--- src/rtl/dqu_pkg.sv ---
// Shared types and constants of the double-ended queue unit.
package dqu_pkg;

   // Fixed field widths of the request and response words.
   localparam int IN_ITEM_BITS   = 16;
   localparam int ACTION_BITS    = 3;
   localparam int OUT_ITEM_BITS  = 16;
   localparam int OUT_COUNT_BITS = 5;

   // Operation codes carried on req_tuser.
   typedef enum logic [ACTION_BITS-1:0] {
      ACT_PUSH_FRONT = 3'd0,
      ACT_PUSH_BACK  = 3'd1,
      ACT_POP_FRONT  = 3'd2,
      ACT_POP_BACK   = 3'd3,
      ACT_STATUS     = 3'd4
   } action_type;

   // Sequencer states of the top level.
   typedef enum logic [1:0] {
      ST_IDLE,
      ST_READ,
      ST_LOAD
   } state_type;

   // Flags reported by the pointer logic for the last operation.
   typedef struct packed {
      logic empty;
      logic full;
      logic rejected;
   } dqu_status_type;

endpackage

--- src/rtl/dqu_ram.sv ---
// Generic RAM with one write port and two registered read ports.
module dqu_ram #(
   parameter int WIDTH = 16,
   parameter int DEPTH = 16,
   localparam int AW = (DEPTH > 1) ? $clog2(DEPTH) : 1
) (
   input  logic             clock,
   input  logic             wr_en,
   input  logic [AW-1:0]    wr_addr,
   input  logic [WIDTH-1:0] wr_data,
   input  logic [AW-1:0]    rd_a_addr,
   output logic [WIDTH-1:0] rd_a_data,
   input  logic [AW-1:0]    rd_b_addr,
   output logic [WIDTH-1:0] rd_b_data
);

   logic [WIDTH-1:0] mem_ff [DEPTH];
   logic [WIDTH-1:0] rd_a_ff;
   logic [WIDTH-1:0] rd_b_ff;

   // Write port and both registered read ports.
   always_ff @(posedge clock) begin
      if (wr_en) begin
         mem_ff[wr_addr] <= wr_data;
      end
      rd_a_ff <= mem_ff[rd_a_addr];
      rd_b_ff <= mem_ff[rd_b_addr];
   end

   assign rd_a_data = rd_a_ff;
   assign rd_b_data = rd_b_ff;

endmodule

--- src/rtl/dqu_ptr.sv ---
// Ring pointer and fill count logic of the double-ended queue.
module dqu_ptr #(
   parameter int DEPTH = 16,
   localparam int AW = (DEPTH > 1) ? $clog2(DEPTH) : 1,
   localparam int CW = $clog2(DEPTH + 1)
) (
   input  logic                    clock,
   input  logic                    reset,
   input  logic                    op_valid,
   input  dqu_pkg::action_type     action,
   output logic                    wr_en,
   output logic [AW-1:0]           wr_addr,
   output logic [AW-1:0]           front_addr,
   output logic [AW-1:0]           back_addr,
   output logic [CW-1:0]           count,
   output dqu_pkg::dqu_status_type status
);
   import dqu_pkg::*;

   localparam int SW = CW + 1;

   logic [AW-1:0] front_ff, front_in;
   logic [CW-1:0] count_ff, count_in;
   logic          rejected_ff, rejected_in;

   logic          is_full;
   logic          is_empty;
   logic [AW-1:0] front_dec;
   logic [AW-1:0] front_inc;
   logic [SW-1:0] tail_sum;
   logic [AW-1:0] tail;

   // Wrapped neighbors of the front and the first free slot past the back.
   always_comb begin
      is_full   = (count_ff == CW'(DEPTH));
      is_empty  = (count_ff == '0);
      front_dec = (front_ff == '0) ? AW'(DEPTH - 1) : front_ff - AW'(1);
      front_inc = (front_ff == AW'(DEPTH - 1)) ? '0 : front_ff + AW'(1);
      tail_sum  = SW'(front_ff) + SW'(count_ff);
      tail      = (tail_sum >= SW'(DEPTH)) ? AW'(tail_sum - SW'(DEPTH)) : AW'(tail_sum);
   end

   // Update of pointers, count and slot write for one operation.
   always_comb begin
      front_in    = front_ff;
      count_in    = count_ff;
      rejected_in = rejected_ff;
      wr_en       = 1'b0;
      wr_addr     = tail;
      if (op_valid) begin
         rejected_in = 1'b0;
         unique case (action)
            ACT_PUSH_FRONT: begin
               if (is_full) begin
                  rejected_in = 1'b1;
               end else begin
                  front_in = front_dec;
                  count_in = count_ff + CW'(1);
                  wr_en    = 1'b1;
                  wr_addr  = front_dec;
               end
            end
            ACT_PUSH_BACK: begin
               if (is_full) begin
                  rejected_in = 1'b1;
               end else begin
                  count_in = count_ff + CW'(1);
                  wr_en    = 1'b1;
               end
            end
            ACT_POP_FRONT: begin
               if (is_empty) begin
                  rejected_in = 1'b1;
               end else begin
                  front_in = front_inc;
                  count_in = count_ff - CW'(1);
               end
            end
            ACT_POP_BACK: begin
               if (is_empty) begin
                  rejected_in = 1'b1;
               end else begin
                  count_in = count_ff - CW'(1);
               end
            end
            default: begin
               // Status only, and the unused codes behave the same way.
            end
         endcase
      end
   end

   always_ff @(posedge clock) begin
      if (reset) begin
         front_ff    <= '0;
         count_ff    <= '0;
         rejected_ff <= 1'b0;
      end else begin
         front_ff    <= front_in;
         count_ff    <= count_in;
         rejected_ff <= rejected_in;
      end
   end

   // Read addresses for the result: the front slot and the slot before the tail.
   assign front_addr      = front_ff;
   assign back_addr       = (tail == '0) ? AW'(DEPTH - 1) : tail - AW'(1);
   assign count           = count_ff;
   assign status.empty    = is_empty;
   assign status.full     = is_full;
   assign status.rejected = rejected_ff;

   a_count_bound: assert property (@(posedge clock) disable iff (reset)
      count_ff <= CW'(DEPTH))
      else $error("fill count exceeds the queue depth");

   a_front_bound: assert property (@(posedge clock) disable iff (reset)
      front_ff < AW'(DEPTH) || AW'(DEPTH) == '0)
      else $error("front index outside the ring");

   a_push_grows: assert property (@(posedge clock) disable iff (reset)
      op_valid && !is_full && (action == ACT_PUSH_FRONT || action == ACT_PUSH_BACK)
      |=> count_ff == $past(count_ff) + CW'(1))
      else $error("accepted push did not grow the count");

   a_reject_edge: assert property (@(posedge clock) disable iff (reset)
      rejected_ff |-> (is_empty || is_full))
      else $error("refusal reported while neither empty nor full");

endmodule

--- src/rtl/double_ended_queue_unit.sv ---
// Top level of the double-ended queue unit: sequencer, slot RAM and response register.
//
// A bounded double-ended queue of item handles held in a ring of DEPTH slots.
// Request channel (req_): req_tuser carries the operation (push front, push back,
// pop front, pop back, status) and req_tdata the handle to push. Response
// channel (rsp_): one word per request with the front and back handles, the
// count and the empty, full and rejected flags after the operation.
// A push on a full queue or a pop on an empty one is refused: rejected is set
// and the queue is left as it was.
// From request to response: the accept cycle updates the pointers and writes
// the slot RAM, the next cycle (ST_READ) reads the front and back slots, and
// ST_LOAD loads the response register. One request is in flight at a time, so
// a new request is taken only after the last one has loaded its response.
// When the receiver stalls, the finished word waits in the response register
// and the next request is still taken and worked on; it waits in its last step
// until the register frees.
// Reset empties the queue and drops any pending response. Slot contents are
// not cleared; only written slots are ever read.
module double_ended_queue_unit #(
   parameter int DEPTH     = 16,
   parameter int ITEM_BITS = 16
) (
   input  logic        clock,
   input  logic        reset,
   input  logic        req_tvalid,
   output logic        req_tready,
   input  logic [15:0] req_tdata,   // item[15:0]
   input  logic [2:0]  req_tuser,   // action[2:0]
   output logic        rsp_tvalid,
   input  logic        rsp_tready,
   // front_item[15:0], back_item[31:16], count[36:32], empty_res[37],
   // full_res[38], rejected[39]
   output logic [39:0] rsp_tdata
);
   import dqu_pkg::*;

   localparam int AW = (DEPTH > 1) ? $clog2(DEPTH) : 1;
   localparam int CW = $clog2(DEPTH + 1);

   state_type      state_ff, state_in;
   logic           req_accept;
   logic           rsp_load;
   logic           rsp_valid_ff, rsp_valid_in;
   logic [39:0]    rsp_data_ff, rsp_data_in;

   logic                 wr_en;
   logic [AW-1:0]        wr_addr;
   logic [AW-1:0]        front_addr;
   logic [AW-1:0]        back_addr;
   logic [CW-1:0]        count;
   dqu_status_type       status;
   logic [ITEM_BITS-1:0] front_data;
   logic [ITEM_BITS-1:0] back_data;

   dqu_ptr #(
      .DEPTH(DEPTH)
   ) u_ptr (
      .clock     (clock),
      .reset     (reset),
      .op_valid  (req_accept),
      .action    (action_type'(req_tuser)),
      .wr_en     (wr_en),
      .wr_addr   (wr_addr),
      .front_addr(front_addr),
      .back_addr (back_addr),
      .count     (count),
      .status    (status)
   );

   dqu_ram #(
      .WIDTH(ITEM_BITS),
      .DEPTH(DEPTH)
   ) u_slots (
      .clock    (clock),
      .wr_en    (wr_en),
      .wr_addr  (wr_addr),
      .wr_data  (ITEM_BITS'(req_tdata)),
      .rd_a_addr(front_addr),
      .rd_a_data(front_data),
      .rd_b_addr(back_addr),
      .rd_b_data(back_data)
   );

   // Sequencer next state.
   always_comb begin
      state_in = state_ff;
      unique case (state_ff)
         ST_IDLE: begin
            if (req_tvalid) begin
               state_in = ST_READ;
            end
         end
         ST_READ: begin
            state_in = ST_LOAD;
         end
         ST_LOAD: begin
            if (!rsp_valid_ff || rsp_tready) begin
               state_in = ST_IDLE;
            end
         end
         default: begin
            state_in = ST_IDLE;
         end
      endcase
   end

   // Sequencer outputs.
   always_comb begin
      req_tready = 1'b0;
      rsp_load   = 1'b0;
      unique case (state_ff)
         ST_IDLE: begin
            req_tready = 1'b1;
         end
         ST_READ: begin
         end
         ST_LOAD: begin
            rsp_load = !rsp_valid_ff || rsp_tready;
         end
         default: begin
         end
      endcase
   end

   assign req_accept = req_tvalid && req_tready;

   // Response word; handles read as zero while the queue is empty.
   always_comb begin
      rsp_data_in  = rsp_data_ff;
      rsp_valid_in = rsp_valid_ff;
      if (rsp_load) begin
         rsp_data_in[15:0]  = status.empty ? '0 : OUT_ITEM_BITS'(front_data);
         rsp_data_in[31:16] = status.empty ? '0 : OUT_ITEM_BITS'(back_data);
         rsp_data_in[36:32] = OUT_COUNT_BITS'(count);
         rsp_data_in[37]    = status.empty;
         rsp_data_in[38]    = status.full;
         rsp_data_in[39]    = status.rejected;
         rsp_valid_in       = 1'b1;
      end else if (rsp_tready) begin
         rsp_valid_in = 1'b0;
      end
   end

   always_ff @(posedge clock) begin
      if (reset) begin
         state_ff     <= ST_IDLE;
         rsp_valid_ff <= 1'b0;
      end else begin
         state_ff     <= state_in;
         rsp_valid_ff <= rsp_valid_in;
      end
   end

   always_ff @(posedge clock) begin
      rsp_data_ff <= rsp_data_in;
   end

   assign rsp_tvalid = rsp_valid_ff;
   assign rsp_tdata  = rsp_data_ff;

   a_one_in_flight: assert property (@(posedge clock) disable iff (reset)
      req_accept |=> !req_tready ##1 !req_tready)
      else $error("request taken while another is in flight");

   a_load_after_read: assert property (@(posedge clock) disable iff (reset)
      state_ff == ST_READ |=> state_ff == ST_LOAD)
      else $error("slot read not followed by the load step");

   a_load_sets_valid: assert property (@(posedge clock) disable iff (reset)
      rsp_load |=> rsp_tvalid)
      else $error("response load did not raise valid");

endmodule

--- config.mk ---
export PLATFORM = sky130hd
export DESIGN_NAME = double_ended_queue_unit
export DESIGN_NICKNAME = d
export VERILOG_FILES = /design/src/rtl/dqu_pkg.sv /design/src/rtl/dqu_ram.sv /design/src/rtl/dqu_ptr.sv /design/src/rtl/double_ended_queue_unit.sv
export SDC_FILE = /design/constraint.sdc
export NUM_CORES = 1
export LEC_CHECK = 0
export BUFFER_PORTS_ARGS = -buffer_cell sky130_fd_sc_hd__buf_4
export CAP_MARGIN = 20
export CELL_PAD_IN_SITES_DETAIL_PLACEMENT = 1
export CELL_PAD_IN_SITES_GLOBAL_PLACEMENT = 1
export CORE_ASPECT_RATIO = 0.6
export CORE_MARGIN = 3
export CORE_UTILIZATION = 45
export DETAILED_ROUTE_END_ITERATION = 8
export GPL_TIMING_DRIVEN = 0
export HOLD_SLACK_MARGIN = 0.15
export PLACE_DENSITY = 0.71
export SYNTH_ARGS = -nofsm -noshare
export SYNTH_HDL_FRONTEND = slang
export SYNTH_HIERARCHICAL = 1
export SYNTH_SLANG_ARGS = --single-unit
--- constraint.sdc ---
create_clock -name clock -period 6.95 [get_ports clock]
set_clock_uncertainty 0.2 [all_clocks]
set_input_delay 0 -clock clock [delete_from_list [all_inputs] [get_ports clock]]
set_output_delay 0 -clock clock [all_outputs]
set_load 0.01 [all_outputs]
==> out/metrics.csv <==
metric;value;unit
status;complete, no violations;
top cells by area, synth;edfxtp_1, mux4_2, dfxtp_1;
Post-Synthesis Cells;802;
maximum VDD drop;197.6;uV
CTS tree;yes;
Antenna diodes;0;
Setup-failing EPs final;0;
Detail Route Antenna Nets;0;
Die W;240.9;um
Placement Rows;50;
slew at the pin closest to its max-slew limit;1.053;ns
largest net degree at the start of global routing;33;
average size of a mapped cell;18.57;um^2
Clk Latency, worst-skew pair;0.57;ns
DRC errors left;0;
Seq pwr share;0.485;
CTS Buf Count;31;
vias in the first global route;8716;
part of the power in the clock network;0.386;
RSZ-0062 raised after global routing;no;
post-CTS resize count;0;
wire per inst;28.77;um
Critical Path Source Type;register;
mapped cell area;0.01489;mm^2
detailed-route via count;8693;
I/O Buffers;64;
maximum clock frequency;221.3;MHz
Fill cells;2876;
Die Area;0.03539;mm^2
Final Hold Viols;0;
CP cell instances;nor3b_2 > nand2b_1 > a211oi_1 > nor2b_1 > buf_2 > nor2_1 > a31oi_1 > nand2_1 > nor2_2 > buf_8;
Initial Utilization;0.4668;
clk slew on worst S/H paths;0.07;ns
CP Max Fanout;9;
vias per cell;6.178;
final core occ;0.5595;
H-tree depth;1;
Ports;65;
Max-Cap Viols;0;
Top delay family on crit path;simple AND/OR/NAND/NOR gates;
max incr delay on CP;0.78;ns
CTS root buf;clkbuf_16;
Worst Path Buf+Inv;2;
layout cell share with drive strength beyond 1;0.3047;
global-route usage over all layers;0.2314;
Leakage;6.068;nW
Comb power frac;0.129;
Pre-antenna DRT Iters;5;
first-pass GRT wire length;59100;um
Yosys cell types;50;
Sw Ratio;0.2403;
Crit path arrival time;4.59;ns
placed insts;1302;
share of the synthesized area in the top cell type;0.5968;
GR Overflow Total;0;
setup TNS;0;ns
post-synthesis sequential area ratio;0.6573;
Crit Path Category;register to register;
worst min-delay path class;input pin to register;
Yosys top cell by area;edfxtp_1;
critical path's slowest cell;a211oi_1;
initial antenna violation count;1;
switching power total;1.151;mW
Req. time, crit path;7.02;ns
die span in y;146.9;um
area of the multi-input gates;0.004765;mm^2
CP Capture Type;register;
total clock sinks;341;
Clock Tree Buf Depth;3;
max-slew violations;0;
Finished Layout Cells;1407;
Register Area;0.009789;mm^2
Area Growth Syn to Fin;19.84;%
Total Power;4.791;mW
Cell Int Power;3.640;mW
Slew headroom;0.2942;
Total Wirelength;40480;um
Post-DP HPWL;28050;um
Post-layout nets;1001;
yosys warns;6;
GP Congestion;0.7956;
Period minus WS final;4.518;ns
# Post-CTS Setup Buffers;0;
crit share post-route;0.6501;
number of DRC markers in iteration 0;1092;
Core ar.;0.03191;mm^2
PD cells;268.4;mW/mm^2
net count after synthesis;837;
flop and latch count out of synthesis;341;
-- worst register-to-register path, cell delays in order, from the launching register on --
cell and delay (ns):
dfxtp_1 0.35, nor3b_2 0.36, nand2b_1 0.23, a211oi_1 0.78, nor2b_1 0.21, buf_2 0.18, nor2_1 0.06, a31oi_1 0.60
nand2_1 0.36, nor2_2 0.66, buf_8 0.24
-- layout make-up --
class                      count  area share
clock inverter                17     0.01150
timing repair buffer         131     0.07031
sequential                   341      0.5484
buffer                        53     0.01998
multi-input combinational    397      0.2669
inverter                      11    0.002313
clock buffer                  41     0.05138
tap                          416     0.02916
-- Yosys cell counts (all sizes together) --
library cell,count
edfxtp,296
mux4,128
a22oi,64
dfxtp,45
nand2,41
nor2b,41
buf,37
nor2,30
a21oi,17
clkbuf,14
inv,11
ha,10
xnor2,8
nand2b,7
o21ai,7
nand3,5
nor3,5
mux2i,4
a211oi,3
and2,3
nand3b,3
a31oi,2
and3,2
dlymetal6s2s,2
fa,2
nor4,2
o211ai,2
or4,2
a21o,1
and2b,1
nand4bb,1
nor3b,1
o21a,1
o21bai,1
o31a,1
o31ai,1
or3b,1
-- metal layers --
layer	share of wire	GRT usage	routed length, um
met3	0.12	0.06773	4750
met1	0.45	0.3694	18330
met2	0.42	0.3221	16930
met4	0.011	0.03132	462
met5	0	0	0
-- flip-flops by register name, summed over array words and instances, names as in the netlist --
signal	flops
u_slots/mem_ff	256
rsp_tdata	40
u_slots/rd_a_data	16
u_slots/rd_b_data	16
u_ptr/count	5
u_ptr/front_addr	4
state_ff	2
rsp_tvalid	1
u_ptr/rejected_ff	1
-- final timing paths --
path / slack [ns] / start / cells after the start / end
worst max-delay path: 2.43 / state_ff[1] / 10 / u_slots/mem_ff[11][10]
worst min register to register: 0.32 / u_slots/rd_a_data[7] / 1 / rsp_tdata[7]
worst max register to register: 2.43 / state_ff[1] / 10 / u_slots/mem_ff[11][10]
worst min-delay path: 0.27 / req_tuser[0] / 5 / u_ptr/front_addr[2]
-- kinds of logic (layout without fill, tap and decap cells) --
group | after synthesis | count (layout) | share of synthesized area
buffers and inverters | 64 | 253 | 0.02671
adders and majority gates | 12 | 12 | 0.01109
xor gates and xnor gates | 8 | 8 | 0.004704
muxes | 132 | 132 | 0.2026
and+or+nand+nor | 145 | 145 | 0.05049
DFF | 341 | 341 | 0.6573
AOI/OAI and AO/OA | 100 | 100 | 0.04713
-- power groups by stage --
stage | registers [mW] | clock network, mW | logic [mW]
floorplan | 2.36 | 0 | 0.356
global placement | 2.37 | 0 | 0.565
detailed placement | 2.37 | 0 | 0.584
CTS | 2.32 | 1.89 | 0.609
global route | 2.33 | 1.98 | 0.656
finish | 2.32 | 1.85 | 0.617
-- per-stage QoR --
step                hold slack [ns]  worst slack, ns  cell area, um^2
floorplan                   -0.1309            3.155            14890
global placement          -0.006625            1.332            15900
detailed placement        -0.003877            2.543            16260
CTS                          0.2322            2.508            17850
global route                 0.2980            2.160            17850
finish                       0.2731            2.432            17850
-- cell usage in the layout, fill, tap and decap left out, drive strengths merged, types with 3 or more instances in the layout --
cell type | netlist | layout
a211oi | 3 | 3
a21oi | 17 | 17
a22oi | 64 | 64
and2 | 3 | 3
buf | 37 | 121
bufinv | 0 | 4
clkbuf | 14 | 55
clkinv | 0 | 6
clkinvlp | 0 | 3
dfxtp | 45 | 45
dlygate4sd3 | 0 | 47
edfxtp | 296 | 296
ha | 10 | 10
inv | 11 | 15
mux2i | 4 | 4
mux4 | 128 | 128
nand2 | 41 | 41
nand2b | 7 | 7
nand3 | 5 | 5
nand3b | 3 | 3
nor2 | 30 | 30
nor2b | 41 | 41
nor3 | 5 | 5
o21ai | 7 | 7
xnor2 | 8 | 8
-- repair_timing --
| item | CTS | global route |
|---|---|---|
| hold buffers | 47 | 0 |
| hold endpoints to repair | 432 | 0 |
| setup endpoints to repair | 0 | 0 |
No activity file was read; power rests on OpenSTA's default activity.
